<file path="src/rtl/zfe_pkg.sv">
// ----------------------------------------------------------------------------
// ZMODEM frame encoder package
// Shared types, byte codes and CRC helpers for the frame encoder core.
// ----------------------------------------------------------------------------
package zfe_pkg;

  localparam int OBUF_DEPTH = 11;
  localparam int CNT_W      = $clog2(OBUF_DEPTH + 1);

  // Input item kinds.
  localparam logic [1:0] MODE_DATA    = 2'd0;
  localparam logic [1:0] MODE_HDR_BEG = 2'd1;
  localparam logic [1:0] MODE_HDR_END = 2'd2;
  localparam logic [1:0] MODE_SUB_END = 2'd3;

  // Frame-end selector for ZCRCW.
  localparam logic [1:0] FE_ZCRCW = 2'd3;

  localparam logic [7:0] ZPAD_B   = 8'h2A;
  localparam logic [7:0] ZDLE_B   = 8'h18;
  localparam logic [7:0] ZBIN_B   = 8'h41;
  localparam logic [7:0] ZBIN32_B = 8'h43;
  localparam logic [7:0] XON_B    = 8'h11;
  localparam logic [7:0] ZCRCE_B  = 8'h68;
  localparam logic [7:0] ESC_XOR  = 8'h40;
  localparam logic [6:0] AT_LOW7  = 7'h40;

  localparam logic [31:0] POLY32 = 32'hEDB88320;
  localparam logic [15:0] POLY16 = 16'h1021;

  typedef struct packed {
    logic [1:0] mode;
    logic [7:0] data_byte;
    logic [1:0] frame_end;
  } in_t;

  typedef struct packed {
    logic [7:0] out_byte;
    logic       last;
  } out_t;

  function automatic logic [31:0] crc_init(input logic is32);
    return {32{is32}};
  endfunction

  // One byte through the selected CRC; in 16-bit mode the upper half stays zero.
  function automatic logic [31:0] crc_fold(input logic [31:0] crc, input logic [7:0] b,
                                           input logic is32);
    logic [31:0] c;
    logic [15:0] h;
    c = crc ^ {24'h0, b};
    h = crc[15:0] ^ {b, 8'h00};
    for (int i = 0; i < 8; i++) begin
      c = c[0] ? ((c >> 1) ^ POLY32) : (c >> 1);
      h = h[15] ? ((h << 1) ^ POLY16) : (h << 1);
    end
    return is32 ? c : {16'h0, h};
  endfunction

  // CR is only escaped right after an '@' went out on the escape path.
  function automatic logic needs_escape(input logic [7:0] c, input logic [7:0] prev);
    logic q;
    unique case (c)
      8'h0D, 8'h8D: q = (prev[6:0] == AT_LOW7);
      8'h10, 8'h11, 8'h13, 8'h90, 8'h91, 8'h93, 8'h18: q = 1'b1;
      default: q = 1'b0;
    endcase
    return q;
  endfunction

endpackage

</file>
<file path="src/rtl/zmodem_frame_encoder_core.sv">
// ----------------------------------------------------------------------------
// ZMODEM frame encoder core
// Turns header, data and subpacket-end items into the escaped serial byte
// stream of ZMODEM binary frames with CRC-16 or CRC-32.
// ----------------------------------------------------------------------------
// Usage:
// An item beat on in_data (mode, data_byte, frame_end) is taken into an input
// register. The encoder then builds every byte that the item causes (one to
// eleven) combinationally and loads them into an 11-byte output shifter.
// Bytes leave one per beat on out_data; last marks the final byte of an item.
// An item passes through the input register and then the output shifter.
// Items are paced by the output shifter, which gives out one byte per beat
// (1 or 2 bytes for a data byte, up to 11 for a subpacket end), and the
// next item is loaded in the cycle its last byte is taken; the input
// register takes an item while the shifter drains. When the receiver stalls,
// the shifter holds, the input register fills, and in_ready falls.
// The cfg channel writes crc32_en (always ready) and restarts the CRC; the
// user must write it only while the encoder is idle; the block does not enforce this.
// rst (synchronous) empties both registers, selects CRC-16, clears the CRC
// and the escape history.
// ----------------------------------------------------------------------------
module zmodem_frame_encoder_core (
  input  logic           clk,
  input  logic           rst,
  input  logic           in_valid,
  output logic           in_ready,
  input  zfe_pkg::in_t   in_data,
  output logic           out_valid,
  input  logic           out_ready,
  output zfe_pkg::out_t  out_data,
  input  logic           cfg_valid,
  output logic           cfg_ready,
  input  logic           cfg_data
);

  zfe_pkg::in_t                   hold;
  logic                           hold_vld;
  logic [7:0]                     obuf [zfe_pkg::OBUF_DEPTH];
  logic [zfe_pkg::CNT_W-1:0]      cnt;
  logic [31:0]                    crc_accum;
  logic [7:0]                     last_sent_byte;
  logic                           crc32_en;

  logic                           load;
  logic                           pop;
  logic [7:0]                     seq [zfe_pkg::OBUF_DEPTH];
  logic [zfe_pkg::CNT_W-1:0]      seq_cnt;
  logic [31:0]                    crc_next;
  logic [7:0]                     lsb_next;

  assign pop       = out_valid && out_ready;
  assign load      = hold_vld && ((cnt == '0) || ((cnt == zfe_pkg::CNT_W'(1)) && out_ready));
  assign in_ready  = !hold_vld || load;
  assign cfg_ready = 1'b1;
  assign out_valid = (cnt != '0);
  assign out_data.out_byte = obuf[0];
  assign out_data.last     = (cnt == zfe_pkg::CNT_W'(1));

  // Byte builder: a raw prefix, up to four bytes through the escape path, then XON for ZCRCW.
  always_comb begin
    logic [7:0]                pre [3];
    logic [1:0]                npre;
    logic [3:0][7:0]           esc;
    logic [2:0]                nesc;
    logic                      xon;
    logic [7:0]                code;
    logic [31:0]               crc_f;
    logic [31:0]               crc_tx;
    logic [7:0]                b;
    logic [7:0]                lb;
    logic [zfe_pkg::CNT_W-1:0] pos;

    pre    = '{default: '0};
    npre   = '0;
    esc    = '0;
    nesc   = '0;
    xon    = 1'b0;
    code   = zfe_pkg::ZCRCE_B + {6'h0, hold.frame_end};
    crc_f  = crc_accum;
    crc_tx = '0;
    b      = '0;
    seq    = '{default: '0};
    crc_next = zfe_pkg::crc_init(crc32_en);

    unique case (hold.mode)
      zfe_pkg::MODE_DATA: begin
        esc[0]   = hold.data_byte;
        nesc     = 3'd1;
        crc_next = zfe_pkg::crc_fold(crc_accum, hold.data_byte, crc32_en);
      end
      zfe_pkg::MODE_HDR_BEG: begin
        pre[0]   = zfe_pkg::ZPAD_B;
        pre[1]   = zfe_pkg::ZDLE_B;
        pre[2]   = crc32_en ? zfe_pkg::ZBIN32_B : zfe_pkg::ZBIN_B;
        npre     = 2'd3;
        esc[0]   = hold.data_byte;
        nesc     = 3'd1;
        crc_next = zfe_pkg::crc_fold(zfe_pkg::crc_init(crc32_en), hold.data_byte, crc32_en);
      end
      zfe_pkg::MODE_HDR_END: begin
        crc_f = crc_accum;
      end
      zfe_pkg::MODE_SUB_END: begin
        pre[0] = zfe_pkg::ZDLE_B;
        pre[1] = code;
        npre   = 2'd2;
        crc_f  = zfe_pkg::crc_fold(crc_accum, code, crc32_en);
        xon    = (hold.frame_end == zfe_pkg::FE_ZCRCW);
      end
      default: begin
        crc_f = crc_accum;
      end
    endcase

    // CRC-32 goes out complemented, low byte first; CRC-16 high byte first.
    if (hold.mode == zfe_pkg::MODE_HDR_END || hold.mode == zfe_pkg::MODE_SUB_END) begin
      crc_tx = crc32_en ? ~crc_f : {16'h0, crc_f[7:0], crc_f[15:8]};
      esc    = crc_tx;
      nesc   = crc32_en ? 3'd4 : 3'd2;
    end

    for (int i = 0; i < 3; i++) begin
      seq[i] = pre[i];
    end
    pos = zfe_pkg::CNT_W'(npre);
    lb  = last_sent_byte;
    for (int i = 0; i < 4; i++) begin
      if (3'(i) < nesc) begin
        b = esc[i];
        if (zfe_pkg::needs_escape(b, lb)) begin
          seq[pos] = zfe_pkg::ZDLE_B;
          pos      = pos + zfe_pkg::CNT_W'(1);
          b        = b ^ zfe_pkg::ESC_XOR;
        end
        seq[pos] = b;
        pos      = pos + zfe_pkg::CNT_W'(1);
        lb       = b;
      end
    end
    if (xon) begin
      seq[pos] = zfe_pkg::XON_B;
      pos      = pos + zfe_pkg::CNT_W'(1);
    end
    seq_cnt  = pos;
    lsb_next = lb;
  end

  always_ff @(posedge clk) begin
    if (rst) begin
      hold_vld       <= 1'b0;
      cnt            <= '0;
      crc_accum      <= '0;
      last_sent_byte <= '0;
      crc32_en       <= 1'b0;
    end else begin
      if (in_valid && in_ready) begin
        hold_vld <= 1'b1;
      end else if (load) begin
        hold_vld <= 1'b0;
      end

      if (load) begin
        cnt            <= seq_cnt;
        last_sent_byte <= lsb_next;
      end else if (pop) begin
        cnt <= cnt - zfe_pkg::CNT_W'(1);
      end

      // A register write restarts the CRC for the newly selected width.
      if (cfg_valid && cfg_ready) begin
        crc32_en  <= cfg_data;
        crc_accum <= zfe_pkg::crc_init(cfg_data);
      end else if (load) begin
        crc_accum <= crc_next;
      end
    end
  end

  // Payload registers: input hold and output shifter.
  always_ff @(posedge clk) begin
    if (in_valid && in_ready) begin
      hold <= in_data;
    end
    if (load) begin
      obuf <= seq;
    end else if (pop) begin
      for (int i = 0; i < zfe_pkg::OBUF_DEPTH - 1; i++) begin
        obuf[i] <= obuf[i+1];
      end
    end
  end

endmodule

</file>
<file path="config.mk">
export PLATFORM = sky130hd
export DESIGN_NAME = zmodem_frame_encoder_core
export DESIGN_NICKNAME = d
export VERILOG_FILES = /design/src/rtl/zfe_pkg.sv /design/src/rtl/zmodem_frame_encoder_core.sv
export SDC_FILE = /design/constraint.sdc
export NUM_CORES = 1
export LEC_CHECK = 0
export ABC_AREA = 1
export ABC_CLOCK_PERIOD_IN_PS = 9150
export BUFFER_PORTS_ARGS = -buffer_cell sky130_fd_sc_hd__buf_2
export CAP_MARGIN = 40
export CELL_PAD_IN_SITES_DETAIL_PLACEMENT = 1
export CELL_PAD_IN_SITES_GLOBAL_PLACEMENT = 1
export CORE_MARGIN = 10
export CORE_UTILIZATION = 40
export DETAILED_ROUTE_END_ITERATION = 8
export GPL_TIMING_DRIVEN = 0
export HOLD_SLACK_MARGIN = 0.08
export PLACE_DENSITY_LB_ADDON = 0.2
export SLEW_MARGIN = 20
export SYNTH_ARGS = -nofsm -noshare
export SYNTH_HDL_FRONTEND = slang
export SYNTH_SLANG_ARGS = --single-unit
</file>
<file path="constraint.sdc">
create_clock -name clk -period 9.15 [get_ports clk]
set_input_delay 0.4575 -clock clk [delete_from_list [all_inputs] [get_ports clk]]
set_output_delay 0.4575 -clock clk [all_outputs]
set_load 0.02 [all_outputs]
</file>
# Yosys cells after proc, flatten, opt, wreduce, memory -nomap -nowiden
# Index checks and enable logic that the tools add are counted.
# totals
register_bits	145
# classes
order_cmp	22
bitwise	83
reduce_logical	32
n_eq_ne	45
addsub	11
n_mux	140
# op_table
cell	count
88-bit two-way mux	13
32-bit two-way mux	32
88-bit bitwise mux	4
13-bit NOT with 14-bit output	24
66-bit NOT	5
13-bit two-way mux	24
8-bit demux with 4-bit select	9
66-bit AND	4
80-bit two-way mux	2
8-bit by 5-bit equality test with 1-bit output, second input constant	16
8-bit equality test, second input constant	16
8-bit two-way mux	15
22-bit bitwise OR	5
32-bit by 8-bit XOR with 32-bit output	3
3-bit NOT	24
64-bit by 66-bit AND with 66-bit output	1
32-bit case mux with 2 select lines	1
4-bit two-way mux	15
7-bit two-way mux	8
16-bit XOR	3
5-bit >= comparator, second input constant	9
5-bit by 1-bit less-than comparator with 1-bit output, second input constant	9
4-bit NOT with 5-bit output	8
4-bit by 1-bit adder with 4-bit output, second input constant	8
other kinds (28)	75

# Longest topological paths before layout
# Gate-level depths: netlist of run 1.
# logic_depth
ltp_word	58
mapped_depth	50

# Worst setup path after synthesis of run 1
# Ideal clock, no wire load.
# synth_timing
path_type	register -> register
startpoint	reg hold[0] (netlist bit)
endpoint	reg obuf[29] (netlist bit), data pin
t_arrival_ns	6.845
period_less_slack_ns	7.097
path_slack_ns	2.053
path_stages_with_launch	49
n_path_buf	2
setup_time_ns	0.252
cell_sequence	edfxtp_1 inv_2 nand2_1 nand2_4 nand2_1 nand2_4 nand2_1 nand2_1 nand2_1 nand2_1 nand2_1 nand2_1 nand2_1 nand2_1 nand3_1 nor2_1 nand2_2 nand2_2 [13 not listed] nand2_1 nand2_1 inv_1 ha_1 o21ai_0 ha_1 nand2_1 o21ai_1 ha_1 o21ai_0 ha_1 inv_1 nor2_1 nand4_1 nand2_1 inv_1 nand2_1 nand2_1
# synth_between
elab_chain_len	52
word_cells_on_any_way	203
classes_between	8 x add/sub; 16 x order compare; 40 x eq/ne; 86 x mux; 37 x bitwise; 16 x reduce/logical
# synth_lines
item	line_no	text
start, declared	zmodem_frame_encoder_core.sv:36	zfe_pkg::in_t hold;
start signal, assigned	zmodem_frame_encoder_core.sv:182	hold <= in_data;
branches (longest 50 deep; another with 7-bit by 2-bit adder with 8-bit output)	n/a	
88-bit two-way mux (*)	zmodem_frame_encoder_core.sv:140	if (xon) begin
80-bit two-way mux (*)	zmodem_frame_encoder_core.sv:184	if (load) begin
end signal, assigned	zmodem_frame_encoder_core.sv:185	obuf <= seq;
end signal, assigned by index	zmodem_frame_encoder_core.sv:188	obuf[i] <= obuf[i+1];
end, declared	zmodem_frame_encoder_core.sv:38	logic [7:0] obuf [zfe_pkg::OBUF_DEPTH];
# Every way passes the cells marked *. The select of a mux whose other input is x is not followed.
# A chain may end at the register's enable or synchronous reset.

# Final worst setup path of run 1
# layout_timing
startpoint	reg hold[10] (netlist bit)
endpoint	reg obuf[31] (netlist bit), data pin
# layout_between
elab_chain_len	40
word_cells_on_any_way	189
classes_between	8 x add/sub; 22 x order compare; 42 x eq/ne; 74 x mux; 23 x bitwise; 20 x reduce/logical
# layout_lines
item	line_no
branches (longest 38 deep; another with 4-bit by 1-bit adder with 4-bit output)	n/a
88-bit two-way mux (*)	zmodem_frame_encoder_core.sv:140
80-bit two-way mux (*)	zmodem_frame_encoder_core.sv:184
# Marks and branches as above.

==> impl_metrics.env, run 1 <==
export IMPL_outcome="finished, final reports clean"
export IMPL_start_kind="register"
export IMPL_drt_vias_per_instance=6.08
export IMPL_r2r_start="hold[10]$_DFFE_PP_"
export IMPL_synth_largest_area_cell="edfxtp_1"
export IMPL_arrival_ns=8.98
export IMPL_initial_core_util_pct=40.4
export IMPL_seqCellArea_mm2=0.00391
export IMPL_synth_top_family_by_area="simple AND/OR/NAND/NOR gates"
export IMPL_htreeDepth=4
export IMPL_yosys_cell_types_count=62
export IMPL_cpPeakStageDelay_ns=0.42
export IMPL_drt_iter0_markers=2323
export IMPL_synth_top_cell_area_share_pct=19.2
export IMPL_yosys_most_used_dff="edfxtp_1"
export IMPL_die_width_um=218
export IMPL_drive_above_1_share_pct=10.1
export IMPL_total_power_w=0.00437
export IMPL_io_buffers=27
export IMPL_cts_sinks=145
export IMPL_finClkSkew_ns=0.0171
export IMPL_slew_violations=0
export IMPL_synthSimpleGateAreaFrac_pct=35.0
export IMPL_clock_latency_ns=0.49
export IMPL_clock_fmax_mhz=115
export IMPL_detail_route_wl_per_cell_um=26.3
export IMPL_multiInputGateArea_mm2=0.0103
export IMPL_grtUsageTotal_pct=32.7
export IMPL_cp_slowest_cell="ha_1"
export IMPL_num_vias=18400
export IMPL_path_class="reg2reg"
export IMPL_setup_viol=0
export IMPL_syn_inst=2442
export IMPL_power_density_mw_per_mm2=255
export IMPL_grt_overflow_total=0
export IMPL_dp_final_hpwl_um=64400
export IMPL_irDropWorstVdd_v=0.000163
export IMPL_synth_mux_area_share_pct=0
export IMPL_power_leakage_nw=7.52
export IMPL_drtAntennaViolNets=0
export IMPL_routabilityCongestion=1.03
export IMPL_crit_top_cell="nand2_1"
export IMPL_yosysWarnings=0
export IMPL_place_inst=2992
export IMPL_fill_cells=5142
export IMPL_tightest_slew_ns=0.928
export IMPL_io_pins=30
export IMPL_period_share_pct=95.4
export IMPL_yosys_area_share_adder_pct=2.72
export IMPL_dr_pass1_iters=6
export IMPL_finalHoldViolCount=0
export IMPL_drc=0
export IMPL_rows=72
export IMPL_area_delta_synth_final_pct=9.84
export IMPL_dieArea_mm2=0.0474
export IMPL_synth_compound_area_share_pct=19.1
export IMPL_crit_family="simple AND/OR/NAND/NOR gates"
export IMPL_slew_headroom_pct=38.1
export IMPL_yosys_top_cells_area="edfxtp_1 (19%), nand2_1 (17%), o21ai_0 (7.3%), xor2_1 (6.1%), dfxtp_1 (5.8%)"
export IMPL_grt_max_degree=60
export IMPL_cp_max_fo=10
export IMPL_rsz0062_at_grt="no"
export IMPL_min_period_ns=8.73
export IMPL_ctsRootBufferMaster="clkbuf_16"
export IMPL_grt_pass1_wl_um=116000
export IMPL_placeableCoreArea_mm2=0.0386
export IMPL_clock_tree_buffer_depth=2
export IMPL_cp_end_kind="register"
export IMPL_worstHoldStart="in_data[5]"
export IMPL_ys_async_sr_fraction_pct=0
export IMPL_yosysSeqAreaShare_pct=25.0
export IMPL_synth_cell_area_mm2=0.0156
export IMPL_timing_critical_path_buf_inv=10
export IMPL_cts_tree="built"
export IMPL_fp_dieH_um=218
export IMPL_hold_class="in2reg"
export IMPL_synth_edff_count=100
export IMPL_instances_no_fill=3028
export IMPL_finalWirelength_um=79600
export IMPL_diodes=0
export IMPL_cts_buffers=17
export IMPL_fin_nets=2549
export IMPL_syn_area_per_cell_um2=6.40
export IMPL_grt_pass1_vias=17300
export IMPL_synth_xor_area_share_pct=8.62
export IMPL_required_ns=9.39
export IMPL_antenna_found_initial=1
export IMPL_synth_nets=2494
export IMPL_maxCapViolCount=0
export IMPL_path_clk_slew_ns=0.08
export IMPL_crit_start="hold[10]$_DFFE_PP_"
export IMPL_ys_ff_latch=145
-- synthesized netlist by cell type, drive strengths merged, types with 18 or more instances --
cell / n
nand2: 749
o21ai: 270
inv: 241
nor2: 199
nand3: 182
xor2: 109
a21oi: 102
edfxtp: 100
clkbuf: 81
o22ai: 49
dfxtp: 45
xnor2: 43
nand4: 42
a31oi: 41
buf: 40
ha: 34
o211ai: 25
or2: 18
-- path summary, 6_finish.rpt --
path	endpoint	slack, ns	cells after the start
max	obuf[31]$_DFFE_PP_	0.42	43
min	hold[5]$_DFFE_PP_	0.14	1
max reg2reg	obuf[31]$_DFFE_PP_	0.42	43
min reg2reg	crc_accum[30]$_SDFFE_PP0P_	0.50	2
-- cells in the final DEF (no fill, tap or decap), types with 8 or more instances in the layout --
| cell | n |
|---|---|
| or2_2 | 17 |
| nand2_4 | 12 |
| nand3_1 | 159 |
| o21ai_0 | 224 |
| nand4_1 | 31 |
| nand2_1 | 694 |
| buf_6 | 8 |
| o22ai_1 | 49 |
| dfxtp_1 | 44 |
| clkbuf_1 | 80 |
| xnor2_1 | 41 |
| buf_2 | 44 |
| a22oi_1 | 8 |
| nor2_1 | 190 |
| buf_4 | 15 |
| edfxtp_1 | 100 |
| o211ai_1 | 25 |
| a31oi_1 | 41 |
| nor3_1 | 10 |
| ha_1 | 34 |
| nand3b_1 | 8 |
| clkbuf_16 | 17 |
| o21ai_1 | 39 |
| xor2_1 | 108 |
| nand3_2 | 22 |
| inv_2 | 17 |
| inv_1 | 221 |
| a21oi_1 | 99 |
| nand2_2 | 42 |
-- cell families (layout without fill, tap and decap cells) --
kind of cell,after synthesis,count (layout)
DFF,145,145
and+or+nand+nor,1217,1217
AOI/OAI and AO/OA,528,528
xor gates and xnor gates,152,152
adders and majority gates,34,34
other,1,1
buffers and inverters,365,433
-- power by group --
part | total (W) | leakage (nW) | switching [W] | internal (W)
Combinational | 0.00249 | 5.88 | 0.00179 | 0.000696
Sequential | 0.00115 | 1.36 | 0.0000908 | 0.00105
Clock | 0.000737 | 0.295 | 0.000368 | 0.000368
-- per-stage QoR --
stage	setup TNS (ns)	utilization, %	hold WS, ns	worst slack [ns]	area (um2)
2_1_floorplan	0	-	0.464	2.05	15600
3_5_place_dp	-29.12	42.7	0.478	-0.818	16500
5_1_grt	0	44.4	0.123	0.00320	17200
6_report	0	44.4	0.135	0.420	17200
3_3_place_gp	-29.77	42.5	0.475	-0.840	16400
4_1_cts	0	44.2	0.113	0.0363	17100
-- state kept, by name (all words and copies together) (netlist names) --
signal / flops
hold_vld: 1
crc32_en: 1
last_sent_byte: 7
cnt: 4
hold: 12
out_data: 8
crc_accum: 32
obuf: 80
-- layer usage --
| metal | wire length, um | part of all wire (%) | global-route usage [%] | vias up |
|---|---|---|---|---|
| met2 | 31600 | 40 | 45.3 | 1036 |
| met1 | 36400 | 46 | 47.9 | 8986 |
| met5 | 25 | 0.031 | 0 | - |
| met4 | 1840 | 2.3 | 7.69 | 4 |
| li1 | - | - | - | 8262 |
| met3 | 9790 | 12 | 10.1 | 122 |
-- timing repair --
item	4_1_cts	5_1_grt
endpoints found under the setup margin	91	91
hold buffers	0	0
setup buffers	0	1
gates resized for setup	5	10
-- cell type report --
| type | instances | area share (%) |
|---|---|---|
| Sequential cell | 145 | 22.8 |
| Buffer | 121 | 3.33 |
| Timing Repair Buffer | 36 | 1.36 |
| Inverter | 244 | 5.39 |
| Clock inverter | 15 | 1.04 |
| Multi-Input combinational cell | 1932 | 59.9 |
| Clock buffer | 17 | 2.48 |
| Tap cell | 518 | 3.78 |
No activity file was read; power rests on OpenSTA's default activity.
==> inputs of run 2 (changes only) <==
Settings changed: ABC_CLOCK_PERIOD_IN_PS 9150 to 9100.
Clock period 9.15 ns to 9.1 ns, I/O delays scaled along.
==> run 2 against run 1 <==
Compared with the run above:
- sequential power barely moved
- global-route usage did not move
- cell count did not move
- critical path type unchanged
- largest power group unchanged
==> impl_metrics.env, run 2 (synthesis results as in run 1) <==
export IMPL_pwr_share_clk_pct=16.9
export IMPL_period_share_pct=96.1
export IMPL_required_ns=9.34
export IMPL_fin_ws_ns=0.358
export IMPL_drive_above_1_share_pct=10.1
export IMPL_htreeDepth=4
export IMPL_finClkSkew_ns=0.0159
export IMPL_pwr_share_seq_pct=26.2
export IMPL_combPwrFrac_pct=56.9
export IMPL_final_common_cell="nand2_1"
export IMPL_grtUsageTotal_pct=32.7
export IMPL_grt_pass1_vias=17300
export IMPL_routabilityCongestion=1.03
export IMPL_fin_area_mm2=0.0172
export IMPL_cp_end_kind="register"
export IMPL_drtAntennaViolNets=0
export IMPL_clock_tree_buffer_depth=2
export IMPL_crit_start="hold[10]$_DFFE_PP_"
export IMPL_place_ws_ns=-0.868
export IMPL_finalHoldViolCount=0
export IMPL_fill_cells=5142
export IMPL_reg_largest_list="obuf: 80 flops, crc_accum: 32 flops, hold: 12 flops"
export IMPL_mostFrequentLayoutCells="nand2_1 (694), o21ai_0 (224), inv_1 (221)"
export IMPL_drt_iter0_markers=2386
export IMPL_rr_worst_depth=43
export IMPL_fin_nets=2549
export IMPL_worstHoldStart="in_data[5]"
export IMPL_cp_max_fo=10
export IMPL_io_buffers=27
export IMPL_cts_sinks=145
export IMPL_clock_latency_ns=0.49
export IMPL_clock_fmax_mhz=114
export IMPL_cts_buffers=17
export IMPL_outcome="finished, final reports clean"
export IMPL_antenna_found_initial=1
export IMPL_drc=0
export IMPL_path_class="reg2reg"
export IMPL_arrival_ns=8.98
export IMPL_place_inst=2992
export IMPL_setup_viol=0
export IMPL_finalWirelength_um=79500
export IMPL_dr_pass1_iters=6
export IMPL_area_delta_synth_final_pct=9.89
export IMPL_reg2reg_to="obuf[31]$_DFFE_PP_"
export IMPL_cts_tree="built"
export IMPL_min_period_ns=8.74
export IMPL_largest_reg_flops=80
export IMPL_power_density_mw_per_mm2=256
export IMPL_placed_area_mm2=0.0165
export IMPL_grt_pass1_wl_um=116000
export IMPL_path_clk_slew_ns=0.08
export IMPL_slew_headroom_pct=35.4
export IMPL_r2r_start="hold[10]$_DFFE_PP_"
export IMPL_rows=72
export IMPL_swShare_pct=51.5
export IMPL_top_register="obuf"
export IMPL_irDropWorstVdd_v=0.000164
export IMPL_drt_vias_per_instance=6.06
export IMPL_grt_max_degree=60
export IMPL_cp_slowest_cell="ha_1"
export IMPL_die_width_um=218
export IMPL_grt_overflow_total=0
export IMPL_dieArea_mm2=0.0474
export IMPL_crit_top_cell="nand2_1"
export IMPL_placeableCoreArea_mm2=0.0386
export IMPL_instances_no_fill=3028
export IMPL_fin_hold_ws_ns=0.133
export IMPL_initial_core_util_pct=40.4
export IMPL_multiInputGateArea_mm2=0.0103
export IMPL_num_vias=18300
export IMPL_io_pins=30
export IMPL_hold_class="in2reg"
export IMPL_seqCellArea_mm2=0.00391
export IMPL_power_leakage_nw=7.53
export IMPL_tightest_slew_ns=0.970
export IMPL_slew_violations=0
export IMPL_whs_endpoint="hold[5]$_DFFE_PP_"
export IMPL_dp_final_hpwl_um=64400
export IMPL_p_switching_w=0.00226
export IMPL_fp_dieH_um=218
export IMPL_cpPeakStageDelay_ns=0.42
export IMPL_maxCapViolCount=0
export IMPL_start_kind="register"
export IMPL_reg2reg_slack_ns=0.36
export IMPL_detail_route_wl_per_cell_um=26.3
export IMPL_whs_path_depth=1
export IMPL_p_int_w=0.00213
export IMPL_ctsRootBufferMaster="clkbuf_16"
export IMPL_tns_ns=0
export IMPL_diodes=0
run 2: cell counts in the layout (fill, tap and decap cells not counted):
Identical to the previous run, type by type.
run 2: stage by stage:
stage	utilization (%)	power, W
floorplan	-	0.00274
global placement	42.5	0.00346
detailed placement	42.7	0.00355
CTS	44.3	0.00431
global route	44.4	0.00463
finish	44.4	0.00439
run 2: how the worst max path moves through the flow:
stage | endpoint | slack [ns] | cells past startpoint
finish | obuf[31]$_DFFE_PP_ | 0.36 | 43
global route | obuf[27]$_DFFE_PP_ | -0.02 | 43
CTS | obuf[31]$_DFFE_PP_ | 0.13 | 46
detailed placement | obuf[31]$_DFFE_PP_ | -0.87 | 45
global placement | obuf[31]$_DFFE_PP_ | -0.89 | 40
floorplan | obuf[29]$_DFFE_PP_ | 2.00 | 48
run 2: timing repair:
| item | 4_1_cts | 5_1_grt |
|---|---|---|
| cloned | 0 | 0 |
| pin swaps | 0 | 0 |
| setup buffers | 0 | 1 |
| endpoints found under the setup margin | 91 | 90 |
| gates resized for setup | 6 | 10 |
| hold buffers | 0 | 0 |
run 2: critical path: cells and delay by family, from the launching register on:
kind	cells	cell delay, ns
flops	1	0.32
buf+inv	10	1.50
fa+ha+maj	8	2.54
compound gates	4	0.99
simple gates	21	3.11
run 2: power by group through the flow:
| stage | clock (W) | sequential, W | combinational [W] |
|---|---|---|---|
| floorplan | 0 | 0.00114 | 0.00161 |
| global placement | 0 | 0.00117 | 0.00229 |
| detailed placement | 0 | 0.00116 | 0.00239 |
| CTS | 0.000749 | 0.00115 | 0.00241 |
| global route | 0.000770 | 0.00117 | 0.00269 |
| finish | 0.000741 | 0.00115 | 0.00250 |
run 2: layer usage:
layer | track usage (%) | share of wire, %
met4 | 7.69 | 2.3
met2 | 45.3 | 40
met5 | 0 | 0.031
met3 | 10.1 | 13
met1 | 47.9 | 45
run 2: area by class of cell:
type                       instances  area share, %
timing repair buffer              36           1.36
multi-input combinational       1932           59.9
tap                              518           3.77
inverter                         244           5.38
sequential                       145           22.7
clock inverter                    15           1.04
buffer                           121           3.33
clock buffer                      17           2.48
